## config.mk

```make
export PLATFORM = sky130hd
export DESIGN_NAME = bmprgb_issue
export DESIGN_NICKNAME = d
export VERILOG_FILES = /design/src/hdl/bmprgb_pkg.sv /design/src/hdl/bmprgb_issue.sv
export SDC_FILE = /design/constraint.sdc
export NUM_CORES = 1
export LEC_CHECK = 0
export ABC_AREA = 1
export ABC_CLOCK_PERIOD_IN_PS = 5060
export BUFFER_PORTS_ARGS = -buffer_cell sky130_fd_sc_hd__buf_4
export CAP_MARGIN = 20
export CORE_MARGIN = 8
export CORE_UTILIZATION = 53
export CTS_CLUSTER_DIAMETER = 150
export DETAILED_ROUTE_END_ITERATION = 10
export PLACE_DENSITY = 0.81
export SETUP_SLACK_MARGIN = 0.4
export SLEW_MARGIN = 40
export SYNTH_ARGS = -nofsm -noshare
export SYNTH_HDL_FRONTEND = slang
export SYNTH_SLANG_ARGS = --single-unit
export TNS_END_PERCENT = 100
```

## constraint.sdc

```tcl
create_clock -name clk -period 5.06 [get_ports clk]
set_clock_uncertainty 0.15 [all_clocks]
set_input_delay 0.506 -clock clk [delete_from_list [all_inputs] [get_ports clk]]
set_output_delay 0.506 -clock clk [all_outputs]
set_load 0.005 [all_outputs]
```

## src/hdl/bmprgb_pkg.sv

```systemverilog
// ----------------------------------------------------------------------------
// bmprgb_pkg: shared types and constants of the bitmap to RGB565 converter
// Depth codes, register indexes, item codes, the configuration bundle and
// the pixel request passed from the issue stage to the output stage.
// ----------------------------------------------------------------------------
package bmprgb_pkg;

  localparam int COUNT_W = 11;   // pixel count and row width
  localparam int COLOR_W = 16;
  localparam int DATA_W  = 24;
  localparam int CFG_W   = 11;   // widest register
  localparam int CFG_AW  = 2;

  // Depth codes
  localparam logic [2:0] DEPTH_1  = 3'd0;
  localparam logic [2:0] DEPTH_4  = 3'd1;
  localparam logic [2:0] DEPTH_8  = 3'd2;
  localparam logic [2:0] DEPTH_16 = 3'd3;
  localparam logic [2:0] DEPTH_24 = 3'd4;

  // Item codes
  localparam logic ACT_PALETTE = 1'b0;
  localparam logic ACT_PIXEL   = 1'b1;

  // Register indexes
  localparam logic [CFG_AW-1:0] REG_DEPTH  = 2'd0;
  localparam logic [CFG_AW-1:0] REG_NATIVE = 2'd1;
  localparam logic [CFG_AW-1:0] REG_ROW    = 2'd2;

  // Register reset values
  localparam logic [2:0]         DEPTH_RESET  = DEPTH_24;
  localparam logic               NATIVE_RESET = 1'b0;
  localparam logic [COUNT_W-1:0] ROW_RESET    = 11'd1024;

  // Palette word reduction masks
  localparam logic [DATA_W-1:0] BLUE_MASK  = 24'h0000F8;
  localparam logic [DATA_W-1:0] GREEN_MASK = 24'h00FC00;
  localparam logic [DATA_W-1:0] RED_MASK   = 24'hF80000;

  typedef struct packed {
    logic [2:0]         depth;
    logic               native;
    logic [COUNT_W-1:0] row_pixels;
  } cfg_t;

  typedef struct packed {
    logic               use_pal;
    logic [COLOR_W-1:0] color;
    logic               last;
    logic               row_end;
  } pix_req_t;

  // Reduce a 0xRRGGBB palette word to 5-6-5.
  function automatic logic [COLOR_W-1:0] reduce_565(input logic [DATA_W-1:0] word);
    logic [DATA_W-1:0] r;
    logic [DATA_W-1:0] g;
    logic [DATA_W-1:0] b;
    r = word & RED_MASK;
    g = word & GREEN_MASK;
    b = word & BLUE_MASK;
    return {r[23:19], g[15:10], b[7:3]};
  endfunction

endpackage

```

## src/hdl/bmprgb_issue.sv

```systemverilog
// ----------------------------------------------------------------------------
// bmprgb_issue: item register and pixel issue stage
// Holds the accepted item, steps through its pixels one per cycle unless
// stalled, keeps byte assembly and row count, writes palette, issues lookups.
// ----------------------------------------------------------------------------
module bmprgb_issue #(
  parameter int PALETTE_ENTRIES = 256,
  parameter int MAX_ROW_PIXELS  = 1024
) (
  input  logic                               clk,
  input  logic                               rst,
  input  bmprgb_pkg::cfg_t                   cfg,
  input  logic                               item_valid,
  output logic                               item_stall,
  input  logic                               action,
  input  logic                               row_start,
  input  logic [bmprgb_pkg::DATA_W-1:0]      data,
  input  logic [7:0]                         palette_index,
  output logic                               ram_we,
  output logic [$clog2(PALETTE_ENTRIES)-1:0] ram_waddr,
  output logic [bmprgb_pkg::COLOR_W-1:0]     ram_wdata,
  output logic                               ram_re,
  output logic [$clog2(PALETTE_ENTRIES)-1:0] ram_raddr,
  output logic                               req_valid,
  output bmprgb_pkg::pix_req_t               req,
  input  logic                               req_ready
);

  localparam int CW = bmprgb_pkg::COUNT_W;
  localparam int PW = bmprgb_pkg::COLOR_W;

  // Control state
  logic          busy;
  logic [2:0]    sub;
  logic [PW-1:0] pend;
  logic [1:0]    phase;
  logic [CW-1:0] count;

  // Item payload
  logic                          cur_action;
  logic                          cur_rs;
  logic [bmprgb_pkg::DATA_W-1:0] cur_data;
  logic [7:0]                    cur_pidx;

  logic [CW-1:0] lim;
  logic          rs_now;
  logic [CW-1:0] cnt_eff;
  logic [1:0]    phase_eff;
  logic [PW-1:0] pend_eff;
  logic [7:0]    pbyte;
  logic          has_room;
  logic          at_end;
  logic          px;
  logic          lookup;
  logic          last_sub;
  logic [7:0]    pal_idx;
  logic          pal_ok;
  logic [PW-1:0] direct_color;
  logic [1:0]    phase_next;
  logic [PW-1:0] pend_next;
  logic [CW-1:0] count_next;
  logic          emit;
  logic          go;
  logic          done;

  always_comb begin
    if (int'(cfg.row_pixels) > MAX_ROW_PIXELS) begin
      lim = CW'(MAX_ROW_PIXELS);
    end else begin
      lim = cfg.row_pixels;
    end
  end

  assign rs_now    = (cur_action == bmprgb_pkg::ACT_PIXEL) && cur_rs && (sub == 3'd0);
  assign cnt_eff   = rs_now ? '0 : count;
  assign phase_eff = rs_now ? 2'd0 : phase;
  assign pend_eff  = rs_now ? '0 : pend;
  assign pbyte     = cur_data[7:0];
  assign has_room  = cnt_eff < lim;
  assign at_end    = CW'(cnt_eff + 1'b1) == lim;

  always_comb begin
    px           = 1'b0;
    lookup       = 1'b0;
    last_sub     = 1'b1;
    pal_idx      = 8'h00;
    direct_color = '0;
    phase_next   = phase_eff;
    pend_next    = pend_eff;
    if (cur_action == bmprgb_pkg::ACT_PIXEL) begin
      unique case (cfg.depth)
        bmprgb_pkg::DEPTH_1: begin
          lookup   = 1'b1;
          pal_idx  = {7'b0, pbyte[3'd7 - sub]};
          last_sub = (sub == 3'd7);
        end
        bmprgb_pkg::DEPTH_4: begin
          lookup   = 1'b1;
          pal_idx  = sub[0] ? {4'b0, pbyte[3:0]} : {4'b0, pbyte[7:4]};
          last_sub = sub[0];
        end
        bmprgb_pkg::DEPTH_8: begin
          lookup  = 1'b1;
          pal_idx = pbyte;
        end
        bmprgb_pkg::DEPTH_16: begin
          if (phase_eff == 2'd0) begin
            pend_next  = {8'h00, pbyte};
            phase_next = 2'd1;
          end else begin
            px = 1'b1;
            if (cfg.native) begin
              direct_color = {pbyte, pend_eff[7:0]};
            end else begin
              direct_color = {pbyte[6:0], pend_eff[7:5], 1'b0, pend_eff[4:0]};
            end
            pend_next  = '0;
            phase_next = 2'd0;
          end
        end
        bmprgb_pkg::DEPTH_24: begin
          if (phase_eff == 2'd0) begin
            pend_next  = {8'h00, pbyte};
            phase_next = 2'd1;
          end else if (phase_eff == 2'd1) begin
            pend_next  = {pbyte, pend_eff[7:0]};
            phase_next = 2'd2;
          end else begin
            px           = 1'b1;
            direct_color = {pbyte[7:3], pend_eff[15:10], pend_eff[7:3]};
            pend_next    = '0;
            phase_next   = 2'd0;
          end
        end
        default: begin
          px = 1'b0;
        end
      endcase
      if (lookup) begin
        px = 1'b1;
      end
    end
  end

  // An index beyond the palette reads as black.
  assign pal_ok = {1'b0, pal_idx} < 9'(PALETTE_ENTRIES);

  assign emit       = px && has_room;
  assign count_next = emit ? CW'(cnt_eff + 1'b1) : cnt_eff;
  assign go         = busy && (req_ready || !emit);
  // Once the row is full the remaining pixels of a byte are all dropped.
  assign done       = last_sub || !emit || at_end;
  assign item_stall = busy && !(go && done);

  assign ram_we    = go && (cur_action == bmprgb_pkg::ACT_PALETTE) &&
                     ({1'b0, cur_pidx} < 9'(PALETTE_ENTRIES));
  assign ram_waddr = cur_pidx[$clog2(PALETTE_ENTRIES)-1:0];
  assign ram_wdata = bmprgb_pkg::reduce_565(cur_data);
  assign ram_re    = go && emit && lookup && pal_ok;
  assign ram_raddr = pal_idx[$clog2(PALETTE_ENTRIES)-1:0];

  assign req_valid   = go && emit;
  assign req.use_pal = lookup && pal_ok;
  assign req.color   = direct_color;
  assign req.last    = last_sub || at_end;
  assign req.row_end = at_end;

  always_ff @(posedge clk) begin
    if (rst) begin
      busy  <= 1'b0;
      sub   <= 3'd0;
      pend  <= '0;
      phase <= 2'd0;
      count <= '0;
    end else begin
      if (go && (cur_action == bmprgb_pkg::ACT_PIXEL)) begin
        count <= count_next;
        phase <= phase_next;
        pend  <= pend_next;
      end
      if (go) begin
        sub <= done ? 3'd0 : 3'(sub + 1'b1);
      end
      if (item_valid && !item_stall) begin
        busy <= 1'b1;
        sub  <= 3'd0;
      end else if (go && done) begin
        busy <= 1'b0;
      end
    end
  end

  always_ff @(posedge clk) begin
    if (item_valid && !item_stall) begin
      cur_action <= action;
      cur_rs     <= row_start;
      cur_data   <= data;
      cur_pidx   <= palette_index;
    end
  end

endmodule

```

==> impl_metrics.env <==
export IMPL_synth_seq_cells=60
export IMPL_grt_max_degree=44
export IMPL_core_um2=7250
export IMPL_postLayoutCoreUtil_pct=66.9
export IMPL_synth_cell_types=39
export IMPL_cts_resized=0
export IMPL_syn_nets=626
export IMPL_port_buffer_count=102
export IMPL_initial_utilization_pct=54.6
export IMPL_end_kind="output pin"
export IMPL_ir_worst_vdd_mv=0.193
export IMPL_clock_fmax_mhz=238
export IMPL_setup_worst_path_start="sub[0]"
export IMPL_cp_num_buf_inv=6
export IMPL_drt_iter0_markers=275
export IMPL_min_to="busy"
export IMPL_area_delta_synth_final_pct=22.5
export IMPL_cpMaxStageDelayCell="dfxtp_2"
export IMPL_grt_pass1_vias=3909
export IMPL_drc=0
export IMPL_yosysSeqAreaShare_pct=37.7
export IMPL_synth_warnings=0
export IMPL_routedWlPerCell_um=14.3
export IMPL_grt_setup_unrepaired="false"
export IMPL_wirelength_um=10700
export IMPL_period_needed_ps=4200
export IMPL_numCtsBuffers=9
export IMPL_worstPathCellList="clkinvlp_4 -> ha_1 -> nand2_1 -> inv_1 -> nand2_4 -> inv_2 -> nor2_1 -> ha_1 -> nand2_1 -> inv_1 -> nand3_2 -> nand2_1 -> o21ai_0 -> nand2_1 -> nand2_1 -> nor2_1 -> nand3_1 -> nor2_1 -> nand2_1 -> nand2_1 -> nand2_1 -> nand2_1 -> inv_1 -> buf_4"
export IMPL_final_hold_violation_count=0
export IMPL_clock_sinks=60
export IMPL_drive_above_1_share_pct=22.4
export IMPL_ant_nets=0
export IMPL_synth_top_area_cell="edfxtp_1"
export IMPL_die_h_um=102
export IMPL_die_area_um2=10500
export IMPL_tightest_slew_ps=752
export IMPL_finalSetupViolCount=0
export IMPL_holdCritPathClass="in -> reg"
export IMPL_vias=4048
export IMPL_worstHoldStart="rst"
export IMPL_place_congestion=0.969
export IMPL_synth_edf_count=29
export IMPL_worst_r2r_path_depth=25
export IMPL_p_leak_nw=2.27
export IMPL_postSynthAreaPerCell_um2=7.10
export IMPL_antenna_cells=0
export IMPL_critPathLaunchType="register"
export IMPL_n_fill_cell=608
export IMPL_cp_common_cell="nand2_1"
export IMPL_period_share_pct=83.0
export IMPL_antenna_found_initial=0
export IMPL_power_density_nw_per_um2=239
export IMPL_grt_ovfl_total=0
export IMPL_insertion_delay_ps=340
export IMPL_r2r_start="sub[0]"
export IMPL_crit_family="simple AND/OR/NAND/NOR gates"
export IMPL_cts_root_buf="clkbuf_8"
export IMPL_htree_levels=3
export IMPL_crit_arrival_ps=3540
export IMPL_drv_cap=0
export IMPL_core_rowCount=31
export IMPL_path_clk_slew_ps=70
export IMPL_r2r_setup_slack_ps=1110
export IMPL_vias_per_cell=5.43
export IMPL_synth_top_cell_area_share_pct=22.0
export IMPL_syn_area_um2=3960
export IMPL_critPathMaxStageDelay_ps=420
export IMPL_status="finished, final reports clean"
export IMPL_dp_hpwl_um=8080
export IMPL_io_pin_count=108
export IMPL_cts_setup_buffers=0
export IMPL_holdPathStages=2
export IMPL_critPathMaxFanout=17
export IMPL_ys_async_sr_fraction_pct=0
export IMPL_cts_tree="done"
export IMPL_grt_total_usage_pct=21.2
export IMPL_holdWs_ps=172
export IMPL_path_class="reg -> out"
export IMPL_required_ps=4400
export IMPL_fin_tns_setup_ps=0
export IMPL_syn_instance_count=558
export IMPL_r2r_end="cur_data[1]"
export IMPL_die_w_um=102
export IMPL_ys_flop_type="dfxtp_1"
export IMPL_grt_pass1_wl_um=17700
export IMPL_synthTopCellsByArea="edfxtp_1 (22%), dfxtp_1 (16%), nand2_1 (9.9%), nor2_1 (7.5%), inv_1 (6.7%)"
export IMPL_drv_slew=0
export IMPL_drtPass1Iterations=5
export IMPL_clk_path_buf_depth=2
export IMPL_cts_hold_buffers_added=0
export IMPL_slew_headroom_pct=49.8
export IMPL_nNetsFinal=710
-- registers in the layout, summed over array words and instances, names as in the netlist --
name        flops
busy            1
ram_waddr       8
cur_data       19
pend           14
count          11
cur_action      1
cur_rs          1
phase           2
sub             3
-- cells in the mapped netlist (2+ instances only) --
library cell and n:
a21oi_1 30, a22oi_1 3, a31oi_1 3, a32oi_1 5, buf_2 4, buf_4 19, buf_6 2, clkbuf_1 7
clkinv_1 2, dfxtp_1 31, edfxtp_1 29, ha_1 15, inv_1 71, inv_2 6, nand2_1 105, nand2_2 6
nand2_4 2, nand3_1 38, nand3_2 2, nand3b_1 2, nand4_1 4, nor2_1 79, nor2_2 4, nor3_1 3
o21a_1 2, o21ai_0 46, o21ai_1 13, o22ai_1 8, o32ai_1 7
-- routing by layer --
layer / up-vias / global-route usage (%) / share of wire [%] / wire length (um)
met4: 0 / 8.24 / 2.3 / 248
met5: - / 0 / 0 / 0
met2: 174 / 36.1 / 49 / 5240
li1: 2015 / - / - / -
met1: 1834 / 23.4 / 38 / 4100
met3: 25 / 7.83 / 10 / 1070
-- power by group --
group	internal, mW	switching, mW	leakage (nW)
clock	0.179	0.195	0.0799
combinational	0.0926	0.130	1.66
sequential	0.542	0.0195	0.533
total	0.814	0.345	2.27
-- per-stage QoR --
| step | worst slack, ps | power (mW) | cell area (um2) | instances |
|---|---|---|---|---|
| 4_1_cts | 591 | 1.16 | 4840 | 746 |
| 3_3_place_gp | 941 | 0.784 | 4670 | 730 |
| 3_5_place_dp | 882 | 0.791 | 4670 | 730 |
| 5_1_grt | 404 | 1.22 | 4850 | 746 |
| 6_report | 860 | 1.16 | 4850 | 746 |
| 2_1_floorplan | 1190 | 0.711 | 3960 | 558 |
-- final cells by class --
class | count | area [um2] | share of cell area [%]
Timing Repair Buffer | 107 | 803 | 16.6
Tap cell | 99 | 124 | 2.55
Multi-Input combinational cell | 385 | 1960 | 40.5
Sequential cell | 60 | 1490 | 30.8
Clock inverter | 5 | 37.5 | 0.774
Clock buffer | 11 | 131 | 2.71
Inverter | 79 | 300 | 6.19
-- cell usage in the layout (no fill, tap or decap), types with 3 or more instances in the layout --
master,instances
nor2_2,3
buf_4,107
a32oi_1,5
o21ai_1,13
clkbuf_8,9
nand2_1,105
o32ai_1,7
nand3_1,38
inv_1,71
a21oi_1,30
nor2_1,79
nand4_1,4
nand2_2,5
inv_2,6
a22oi_1,3
edfxtp_1,29
a31oi_1,3
dfxtp_1,30
nor3_1,3
o22ai_1,8
nand2_4,3
clkinvlp_4,3
ha_1,15
o21ai_0,46
-- cell families after synthesis --
family                     Yosys count  share of synthesized area, %
and+or+nand+nor                    249                          27.1
AOI/OAI and AO/OA                  120                          17.3
buffers and inverters              113                          13.0
DFF                                 60                          37.7
adders and majority gates           15                          4.74
xor gates and xnor gates             1                         0.221
-- worst max-delay path by stage --
| stage | to | slack (ps) | cells past startpoint |
|---|---|---|---|
| 6_report | item_stall | 860 | 24 |
| 5_1_grt | item_stall | 400 | 24 |
| 4_1_cts | item_stall | 590 | 24 |
| 3_5_place_dp | cur_data[19] | 880 | 25 |
| 3_3_place_gp | cur_data[19] | 940 | 25 |
| 2_1_floorplan | cur_action | 1190 | 25 |
Power figures use the tool's default switching activity.
