[config.mk]
export PLATFORM = sky130hd
export DESIGN_NAME = bmprgb_emit
export DESIGN_NICKNAME = d
export VERILOG_FILES = /design/src/hdl/bmprgb_pkg.sv /design/src/hdl/bmprgb_emit.sv
export SDC_FILE = /design/constraint.sdc
export NUM_CORES = 1
export LEC_CHECK = 0
export BUFFER_PORTS_ARGS = -buffer_cell sky130_fd_sc_hd__buf_2
export CORE_MARGIN = 10
export CORE_UTILIZATION = 25
export CTS_BUF_LIST = sky130_fd_sc_hd__clkbuf_8
export DETAILED_ROUTE_END_ITERATION = 8
export GPL_TIMING_DRIVEN = 0
export REMOVE_ABC_BUFFERS = 1
export SYNTH_ARGS = -nofsm -noshare
export SYNTH_HDL_FRONTEND = slang
export SYNTH_SLANG_ARGS = --single-unit
[constraint.sdc]
create_clock -name clk -period 2.4 [get_ports clk]
set_input_delay 0.36 -clock clk [delete_from_list [all_inputs] [get_ports clk]]
set_output_delay 0.36 -clock clk [all_outputs]
set_load 0.03 [all_outputs]
[src/hdl/bmprgb_pkg.sv]
// ----------------------------------------------------------------------------
// bmprgb_pkg: shared types and constants of the bitmap to RGB565 converter
// Depth codes, register indexes, item codes, the configuration bundle and
// the pixel request passed from the issue stage to the output stage.
// ----------------------------------------------------------------------------
package bmprgb_pkg;

  localparam int COUNT_W = 11;   // pixel count and row width
  localparam int COLOR_W = 16;
  localparam int DATA_W  = 24;
  localparam int CFG_W   = 11;   // widest register
  localparam int CFG_AW  = 2;

  // Depth codes
  localparam logic [2:0] DEPTH_1  = 3'd0;
  localparam logic [2:0] DEPTH_4  = 3'd1;
  localparam logic [2:0] DEPTH_8  = 3'd2;
  localparam logic [2:0] DEPTH_16 = 3'd3;
  localparam logic [2:0] DEPTH_24 = 3'd4;

  // Item codes
  localparam logic ACT_PALETTE = 1'b0;
  localparam logic ACT_PIXEL   = 1'b1;

  // Register indexes
  localparam logic [CFG_AW-1:0] REG_DEPTH  = 2'd0;
  localparam logic [CFG_AW-1:0] REG_NATIVE = 2'd1;
  localparam logic [CFG_AW-1:0] REG_ROW    = 2'd2;

  // Register reset values
  localparam logic [2:0]         DEPTH_RESET  = DEPTH_24;
  localparam logic               NATIVE_RESET = 1'b0;
  localparam logic [COUNT_W-1:0] ROW_RESET    = 11'd1024;

  // Palette word reduction masks
  localparam logic [DATA_W-1:0] BLUE_MASK  = 24'h0000F8;
  localparam logic [DATA_W-1:0] GREEN_MASK = 24'h00FC00;
  localparam logic [DATA_W-1:0] RED_MASK   = 24'hF80000;

  typedef struct packed {
    logic [2:0]         depth;
    logic               native;
    logic [COUNT_W-1:0] row_pixels;
  } cfg_t;

  typedef struct packed {
    logic               use_pal;
    logic [COLOR_W-1:0] color;
    logic               last;
    logic               row_end;
  } pix_req_t;

  // Reduce a 0xRRGGBB palette word to 5-6-5.
  function automatic logic [COLOR_W-1:0] reduce_565(input logic [DATA_W-1:0] word);
    logic [DATA_W-1:0] r;
    logic [DATA_W-1:0] g;
    logic [DATA_W-1:0] b;
    r = word & RED_MASK;
    g = word & GREEN_MASK;
    b = word & BLUE_MASK;
    return {r[23:19], g[15:10], b[7:3]};
  endfunction

endpackage

[src/hdl/bmprgb_emit.sv]
// ----------------------------------------------------------------------------
// bmprgb_emit: palette read stage and output register
// Holds each request while its palette read completes, merges it with direct
// colours and presents the pixel on the output channel.
// ----------------------------------------------------------------------------
module bmprgb_emit (
  input  logic                           clk,
  input  logic                           rst,
  input  logic                           req_valid,
  input  bmprgb_pkg::pix_req_t           req,
  output logic                           req_ready,
  input  logic [bmprgb_pkg::COLOR_W-1:0] ram_q,
  output logic                           pix_valid,
  input  logic                           pix_stall,
  output logic [bmprgb_pkg::COLOR_W-1:0] color,
  output logic                           last,
  output logic                           row_end
);

  logic                 s1_valid;
  bmprgb_pkg::pix_req_t s1;
  logic                 out_adv;

  assign out_adv   = !pix_valid || !pix_stall;
  assign req_ready = !s1_valid || out_adv;

  always_ff @(posedge clk) begin
    if (rst) begin
      s1_valid  <= 1'b0;
      pix_valid <= 1'b0;
    end else begin
      if (req_ready) begin
        s1_valid <= req_valid;
      end
      if (out_adv) begin
        pix_valid <= s1_valid;
      end
    end
  end

  always_ff @(posedge clk) begin
    if (req_ready) begin
      s1 <= req;
    end
    if (out_adv) begin
      color   <= s1.use_pal ? ram_q : s1.color;
      last    <= s1.last;
      row_end <= s1.row_end;
    end
  end

endmodule

==> reports/qor.csv, run 1 <==
stage;metric;value;unit
cts;CTS H-tree lvls;2;
finish;register area;0.00115;sq mm
setup_path;critical path type;flip-flop to output pin;
floorplanning;Starting Density;25.9;%
setup_path;Critical path origin;pix_valid$_SDFFE_PP0P_;
job;Max Cap Viol;0;
finish;area of the multi-input gates;245;sq um
cts;TritonCTS Buffers;5;
setup_path;worst r2r src;s1[18]$_DFFE_PP_;
sta;setup TNS;0;ns
yosys;mean post-synth cell area;22.6;sq um
finish;# diodes;0;
routing;Pre-antenna DRT Iters;3;
grt;initial antenna violation count;0;
finish;Area growth syn-to-layout;30.5;%
cts;Max clock buf depth;2;
routing;Total Routed Length;3120;um
placement;GPL Wtd Cong;0.743;
routing;via count;786;
grt;vias in the first global route;915;
setup_path;worst r2r path cells;1;
setup_path;Worst EP arrival;1.53;ns
sta;Setup Skew;0.00770;ns
cts;root buffer cell;clkbuf_8;
run_status;outcome;completed;
power;Pwr Density;747;mW/mm^2
sta;Final Hold Fails;0;
sta;Max Fclk;529;MHz
sta;RSZ-0062 raised after global routing;false;
setup_path;CP endpoint kind;output pin;
setup_path;Worst Path Required;2.04;ns
cts;insertion delay to the later sink of the worst-skew pair;0.28;ns
sta;Tmin final;1.89;ns
finish;final instance count without filler cells;199;
floorplanning;Core Box Area;0.00551;sq mm
setup_path;Largest stage delay, worst path;0.48;ns
finish;Final Net Count;165;
placement;Final HPWL DP;2370;um
setup_path;end of the critical path;req_ready;
floorplanning;num rows;27;
setup_path;CP Cell Sequence;nand3_2, buf_2;
routing;DRC Markers;0;
yosys;#FFs+latches synth;39;
routing;Detail Route Antenna Nets;0;
routing;routed vias/inst;3.95;
setup_path;CP Launch Type;flip-flop;
grt;global-route wire length before repair;4600;um
setup_path;worst r2r dst;color[2]$_DFFE_PP_;
floorplanning;Die Area;0.00913;sq mm
yosys;sequential share of the synthesized area;80.7;%
placement;Placed Cells;191;
floorplanning;die width;95.5;um
grt;Overflow after GRT;0;
grt;busiest grt layer;met2;
sta;final slew viol count;0;
yosys;Mapped Area;0.00143;sq mm
routing;initial drt markers;21;
cts;CTS tree;done;
power;peak supply drop;0.280;mV
grt;met1 Usage GRT;7.39;%
grt;met2 Usage GRT;10.8;%
yosys;Ys Warns;0;
grt;met3 usage;3.77;%
grt;gr usage total;6.83;%
setup_path;CP max-delay cell;nand3_2;
routing;wire length per cell;15.7;um
yosys;Mapped Cells;63;
min_path;Worst Hold Class;input pin to flip-flop;
min_path;hold wc startpoint;rst;
finish;FILL cells;548;
sta;final setup fails;0;
cts;CTS Sinks;39;
setup_path;critical path fanouts, max;21;
grt;largest net degree at the start of global routing;22;
sta;worst slew pin tran;0.938;ns
setup_path;reg-to-reg slack, setup;0.75;ns
floorplanning;DIE HEIGHT;95.5;um
cts;clock slew at reported path FFs;0.07;ns
sta;final worst path period share;78.7;%
yosys;Cell variety after synth;11;
floorplanning;Top-Level Pins;59;
sta;Slew HR;37.5;%
power;Lkg Pwr;0.000801;uW
finish;layout cell share with drive strength beyond 1;63.8;%
placement;IO buf count;58;
-- worst min path at each step --
stage	endpoint	cells past startpoint	slack, ns
finish	s1_valid$_SDFFE_PP0P_	2	0.24
global route	s1[11]$_DFFE_PP_	1	0.23
CTS	s1_valid$_SDFFE_PP0P_	2	0.23
detailed placement	row_end$_DFFE_PP_	0	0.43
global placement	row_end$_DFFE_PP_	0	0.41
floorplan	last$_DFFE_PP_	0	0.40
-- logic make-up (layout without fill, tap and decap cells) --
logic type      after synthesis  after routing  synth area share [%]
flops                        39             39                  80.7
buf+inv                       3             67                  2.46
simple gates                  3              3                 0.876
compound gates                2              2                 0.702
mux                          16             16                  15.3
-- flip-flops by register name (all words and copies together), names as in the netlist --
name and cells:
color 16, pix_valid 1, row_end 1, last 1, s1_valid 1, s1 19
-- worst max-delay path, delay by kind of cell (launching register included) --
kind	cells	cell delay, ns
buffers and inverters	1	0.37
flip-flops	1	0.40
AND/OR/NAND/NOR	1	0.48
-- cell type report --
cell class	instances	share of cell area (%)
clock buffers	5	3.70
clock inverters	3	0.672
inverters	1	0.202
multi-input cells	21	13.2
flip-flops and latches	39	61.8
well taps	72	4.84
repair buffers	58	15.6
-- synth_stat cells (all sizes together) --
master,number,area share (%)
edfxtp,37,78
buf,2,2.2
a21oi,2,0.70
nor2,1,0.26
inv,1,0.26
nand2,1,0.26
dfxtp,2,2.8
nand3,1,0.35
mux2,16,15
-- power breakdown --
part	switching, uW	internal [uW]
logic	93.5	71.0
registers	20.5	799
clock network	211	195
-- placed cells by master (no fill, tap or decap) --
cell type	n
mux2_4	10
a21oi_1	2
buf_2	58
clkbuf_8	5
mux2_2	6
nand3_2	1
nand2_1	1
nor2_1	1
clkinv_2	1
dfxtp_1	2
edfxtp_1	37
inv_1	3
-- routing by layer --
layer	vias to the layer above	share of wire [%]
met2	40	50
met3	8	11
met4	0	1.5
li1	369	-
met5	-	0
met1	369	38
-- metrics by stage --
| stage | hold slack, ns | cell area (sq um) | setup WS [ns] | utilization, % | power [uW] |
|---|---|---|---|---|---|
| global placement | 0.412 | 1780 | 0.373 | 32.2 | 996 |
| finish | 0.244 | 1860 | 0.511 | 33.8 | 1390 |
| detailed placement | 0.430 | 1780 | 0.306 | 32.2 | 1000 |
| global route | 0.232 | 1860 | 0.398 | 33.8 | 1460 |
| CTS | 0.233 | 1860 | 0.0690 | 33.7 | 1410 |
| floorplan | 0.400 | 1400 | 0.572 | - | 931 |
-- timing repair --
item,in CTS,in global routing
hold endpoints to repair,0,0
hold buffers,0,0
setup buffers,0,0
setup endpoints to repair,0,1
gates resized for setup,0,1
Power figures use the tool's default switching activity.
==> inputs of run 2 (changes only) <==
clock period = 1.7 ns   (was 2.4 ns; I/O delays follow)
==> reports/qor.csv, run 2 (synthesis gave the netlist of run 1 again) <==
stage;metric;value;unit;change
cts;CTS Sinks;39;;unchanged
finish;FILL cells;547;;-0.18%
sta;fin worst setup slack;0.151;ns;-0.360 ns
finish;Top Registers;s1: 19 flops, color: 16 flops;;
finish;layout cell share with drive strength beyond 1;64.3;%;+0.56 points
floorplanning;Top-Level Pins;59;;unchanged
sta;final slew viol count;0;;unchanged
grt;initial antenna violation count;0;;unchanged
grt;Overflow after GRT;0;;unchanged
routing;Pre-antenna DRT Iters;4;;+1
power;peak supply drop;0.391;mV;+40%
placement;GPL Wtd Cong;0.743;;unchanged
setup_path;reg-to-reg slack, setup;0.33;ns;-0.42 ns
routing;via count;800;;+1.8%
routing;met3 routed WL;354;um;+3.8%
sta;Max Fclk;646;MHz;
routing;Met1 Wirelength;1150;um;-2.5%
cts;CTS tree;done;;
sta;Tmin final;1.55;ns;
finish;Top reg by flops;s1;;
power;Pwr Density;1040;mW/mm^2;+39%
power;Lkg Pwr;0.000815;uW;+1.8%
setup_path;Largest stage delay, worst path;0.42;ns;-0.06 ns
setup_path;critical path type;flip-flop to output pin;;
floorplanning;Core Box Area;0.00551;sq mm;unchanged
floorplanning;DIE HEIGHT;95.5;um;unchanged
placement;Place WS;-0.204;ns;-0.510 ns
finish;commonest non-fill, non-tap cells in the layout;buf_2, edfxtp_1, mux2_4;;
cts;insertion delay to the later sink of the worst-skew pair;0.28;ns;about the same
run_status;outcome;completed;;
cts;CTS Hold Bufs;0;;unchanged
routing;Detail Route Antenna Nets;0;;unchanged
sta;final worst path period share;91.1;%;
floorplanning;Starting Density;25.9;%;unchanged
sta;final setup fails;0;;unchanged
placement;IO buf count;58;;unchanged
sta;Setup Skew;0.00643;ns;-0.00128 ns
cts;clock slew at reported path FFs;0.07;ns;about the same
cts;root buffer cell;clkbuf_8;;
job;Max Cap Viol;0;;unchanged
grt;largest net degree at the start of global routing;22;;unchanged
routing;routed vias/inst;3.98;;+0.77%
setup_path;CP Launch Type;flip-flop;;
routing;routed wl met2;1560;um;+1.3%
setup_path;Worst Path Required;1.44;ns;-0.60 ns
routing;wire length per cell;15.5;um;-0.93%
grt;gr usage total;6.83;%;unchanged
placement;Final HPWL DP;2370;um;unchanged
routing;Total Routed Length;3120;um;about the same
finish;Area growth syn-to-layout;33.0;%;
setup_path;CP Cell Sequence;nand3_4, buf_2;;
cts;CTS H-tree lvls;2;;unchanged
setup_path;critical path fanouts, max;21;;unchanged
finish;commonest non-fill, non-tap cell in the layout;buf_2;;
setup_path;CP max-delay cell;dfxtp_1;;
routing;initial drt markers;18;;-14%
min_path;Worst Hold Class;input pin to flip-flop;;
cts;Max clock buf depth;2;;unchanged
finish;# diodes;0;;unchanged
floorplanning;Die Area;0.00913;sq mm;unchanged
grt;vias in the first global route;915;;unchanged
floorplanning;die width;95.5;um;unchanged
routing;DRC Markers;0;;unchanged
setup_path;CP endpoint kind;output pin;;
routing;top sig layer;met4;;
sta;setup TNS;0;ns;unchanged
sta;worst slew pin tran;0.797;ns;-0.141 ns
grt;global-route wire length before repair;4600;um;unchanged
setup_path;Worst EP arrival;1.29;ns;-0.24 ns
finish;max reg flops;19;;unchanged
sta;Slew HR;46.8;%;+9.3 points
sta;Final Hold Fails;0;;unchanged
cts;TritonCTS Buffers;5;;unchanged
sta;Min Hold Slack;0.141;ns;-0.103 ns
sta;RSZ-0062 raised after global routing;false;;
finish;Final Net Count;167;;+1.2%
floorplanning;num rows;27;;unchanged
[run 2: layout make-up]
type                       instances  area, sq um  area share (%)
timing repair buffer              60          318            16.8
clock buffer                       5         68.8            3.63
clock inverter                     3         12.5           0.660
multi-input combinational         21          253            13.3
tap                               72         90.1            4.75
inverter                           1         3.75           0.198
sequential                        39         1150            60.7
[run 2: repair_timing]
item,in CTS,in global routing
buffers inserted,0,2
hold endpoints to repair,0,0
endpoints found under the setup margin,20,6
gates resized for setup,2,0
pin swaps,0,0
[run 2: power breakdown]
group	switching, uW	internal, uW
Clock	294	276
Combinational	143	106
Sequential	19.7	1130
[run 2: final timing paths]
kind	from	end	depth (start not counted)
worst min-delay path	rst	s1_valid$_SDFFE_PP0P_	2
worst max-delay path	pix_valid$_SDFFE_PP0P_	req_ready	2
worst max register to register	pix_valid$_SDFFE_PP0P_	color[1]$_DFFE_PP_	1
worst min register to register	s1[1]$_DFFE_PP_	last$_DFFE_PP_	0
[run 2: layer usage]
metal	vias up	global-route usage [%]
li1	373	-
met5	-	0
met4	0	2.95
met1	377	7.39
met2	42	10.8
met3	8	3.77
[run 2: worst max-delay path: cells and delay by family (launching register included)]
family / cells / cell delay, ns
buffers and inverters: 1 / 0.29
flip-flops: 1 / 0.42
AND/OR/NAND/NOR: 1 / 0.30
[run 2: per-stage QoR]
step | power, uW | std cells | utilization, % | cell area [sq um]
floorplan | 1310 | 61 | - | 1400
global placement | 1410 | 191 | 32.2 | 1780
detailed placement | 1420 | 191 | 32.2 | 1780
CTS | 2000 | 199 | 33.9 | 1870
global route | 2070 | 201 | 34.4 | 1900
finish | 1970 | 201 | 34.4 | 1900
==> inputs of run 3 (changes only) <==
CORE_UTILIZATION = 44   (was 25)
PLACE_DENSITY = 0.77   (was unset)
==> reports/qor.csv, run 3 (synthesis gave the netlist of run 1 again) <==
stage;metric;value;unit;change
placement;IO buf count;58;;unchanged
finish;commonest non-fill, non-tap cell in the layout;buf_2;;
grt;vias in the first global route;872;;-4.7%
sta;Max Fclk;632;MHz;-2.1%
sta;Tmin final;1.58;ns;+0.0335 ns
grt;initial antenna violation count;0;;unchanged
run_status;outcome;completed;;
setup_path;critical path type;flip-flop to flip-flop;;
finish;FILL cells;241;;-56%
finish;Final Net Count;165;;-1.2%
floorplanning;DIE HEIGHT;76.9;um;-19%
finish;final instance count without filler cells;171;;-15%
setup_path;CP endpoint kind;flip-flop;;
setup_path;Worst Path Required;1.73;ns;+0.29 ns
floorplanning;Starting Density;46.3;%;+20 points
grt;global-route wire length before repair;4270;um;-7.1%
cts;CTS tree;done;;
job;Max Cap Viol;0;;unchanged
finish;# diodes;0;;unchanged
setup_path;critical path fanouts, max;16;;-24%
finish;area of the multi-input gates;253;sq um;unchanged
sta;RSZ-0062 raised after global routing;false;;
floorplanning;die width;76.9;um;-19%
sta;worst slew pin tran;0.858;ns;+0.0612 ns
power;peak supply drop;0.655;mV;+67%
grt;largest net degree at the start of global routing;22;;unchanged
grt;Overflow after GRT;0;;unchanged
placement;Placed Cells;163;;-15%
setup_path;CP Cell Sequence;mux2_2;;
finish;Core Util, Final;60.4;%;+26 points
sta;final worst path period share;93.1;%;+2.0 points
power;Total Power;2100;uW;+6.8%
floorplanning;Top-Level Pins;59;;unchanged
sta;final slew viol count;0;;unchanged
min_path;hold path depth;2;;unchanged
routing;Total Routed Length;2640;um;-15%
finish;max reg flops;19;;unchanged
cts;root buffer cell;clkbuf_8;;
setup_path;CP bufs+invs;0;;-1
finish;register area;0.00115;sq mm;unchanged
setup_path;CP max-delay cell;edfxtp_1;;
setup_path;Top Family by Delay on Critical Path;flip-flops;;
sta;Final Hold Fails;0;;unchanged
placement;Final HPWL DP;2060;um;-13%
routing;via count;762;;-4.8%
power;Lkg Pwr;0.000806;uW;-1.1%
finish;commonest non-fill, non-tap cells in the layout;buf_2, edfxtp_1, mux2_4;;
routing;routed vias/inst;4.46;;+12%
sta;Slew HR;42.8;%;-4.0 points
floorplanning;num rows;20;;-26%
routing;Detail Route Antenna Nets;0;;unchanged
cts;insertion delay to the later sink of the worst-skew pair;0.28;ns;about the same
placement;GPL Wtd Cong;0.685;;-7.8%
routing;DRC Markers;0;;unchanged
floorplanning;Core Box Area;0.00308;sq mm;-44%
floorplanning;Die Area;0.00592;sq mm;-35%
sta;Setup Skew;0.00348;ns;-0.00295 ns
cts;clock slew at reported path FFs;0.07;ns;about the same
power;Pwr Density;1130;mW/mm^2;+8.9%
setup_path;CP Launch Type;flip-flop;;
finish;Area growth syn-to-layout;30.4;%;
setup_path;Largest stage delay, worst path;0.91;ns;+0.49 ns
routing;wire length per cell;15.4;um;-0.63%
finish;Top reg by flops;s1;;
min_path;Worst Hold Class;input pin to flip-flop;;
routing;Pre-antenna DRT Iters;3;;-1
setup_path;stages on the worst setup path;1;;-1
finish;layout cell share with drive strength beyond 1;64.6;%;+0.23 points
grt;gr usage total;9.27;%;+2.4 points
cts;Max clock buf depth;2;;unchanged
routing;initial drt markers;17;;-1
cts;CTS Sinks;39;;unchanged
finish;Top Registers;s1: 19 flops, color: 16 flops;;
cts;CTS H-tree lvls;2;;unchanged
cts;TritonCTS Buffers;5;;unchanged
setup_path;worst r2r path cells;1;;unchanged
sta;final setup fails;0;;unchanged
sta;Min Hold Slack;0.133;ns;-0.00791 ns
setup_path;Worst EP arrival;1.62;ns;+0.33 ns
[run 3: cell count changes in the layout (fill, tap and decap cells not counted)]
cell and delta:
buf_4 -1, buf_12 -1, bufinv_16 +1, clkinv_1 +1, inv_1 -2
[run 3: worst paths after layout]
check,start,endpoint,slack (ns)
worst max-delay path,s1[18]$_DFFE_PP_,color[1]$_DFFE_PP_,0.12
worst min-delay path,rst,s1_valid$_SDFFE_PP0P_,0.13
worst max register to register,s1[18]$_DFFE_PP_,color[1]$_DFFE_PP_,0.12
worst min register to register,s1[0]$_DFFE_PP_,row_end$_DFFE_PP_,0.42
[run 3: through the flow]
stage               worst slack, ns  setup TNS [ns]  instance area, sq um
finish                        0.118               0                  1860
global route                 0.0723               0                  1860
CTS                           0.101               0                  1860
detailed placement          -0.0553         -0.0553                  1740
global placement            0.00878               0                  1740
floorplan                    -0.128           -2.45                  1400
[run 3: cell type report]
cell class | instances | share of cell area [%]
sequential | 39 | 61.9
multi-input combinational | 21 | 13.6
tap | 44 | 2.96
clock inverter | 3 | 2.08
clock buffer | 5 | 3.70
inverter | 1 | 0.202
timing repair buffer | 58 | 15.6
[run 3: power by group]
group / total (uW) / leakage, uW / switching (uW) / internal (uW)
sequential: 1160 / 0.000406 / 27.6 / 1130
clock: 715 / 0.0000556 / 286 / 429
combinational: 230 / 0.000345 / 130 / 100
total: 2100 / 0.000806 / 444 / 1660
[run 3: what timing repair did]
| action | CTS | global route |
|---|---|---|
| setup endpoints to repair | 1 | 0 |
| resized for setup | 2 | 0 |
| hold buffers | 0 | 0 |
| buffers inserted | 0 | 0 |
[run 3: metal layers]
metal	wire, um	global-route usage (%)
met1	873	7.91
met2	1410	15.9
met3	339	7.23
met4	8	3.35
met5	0	0
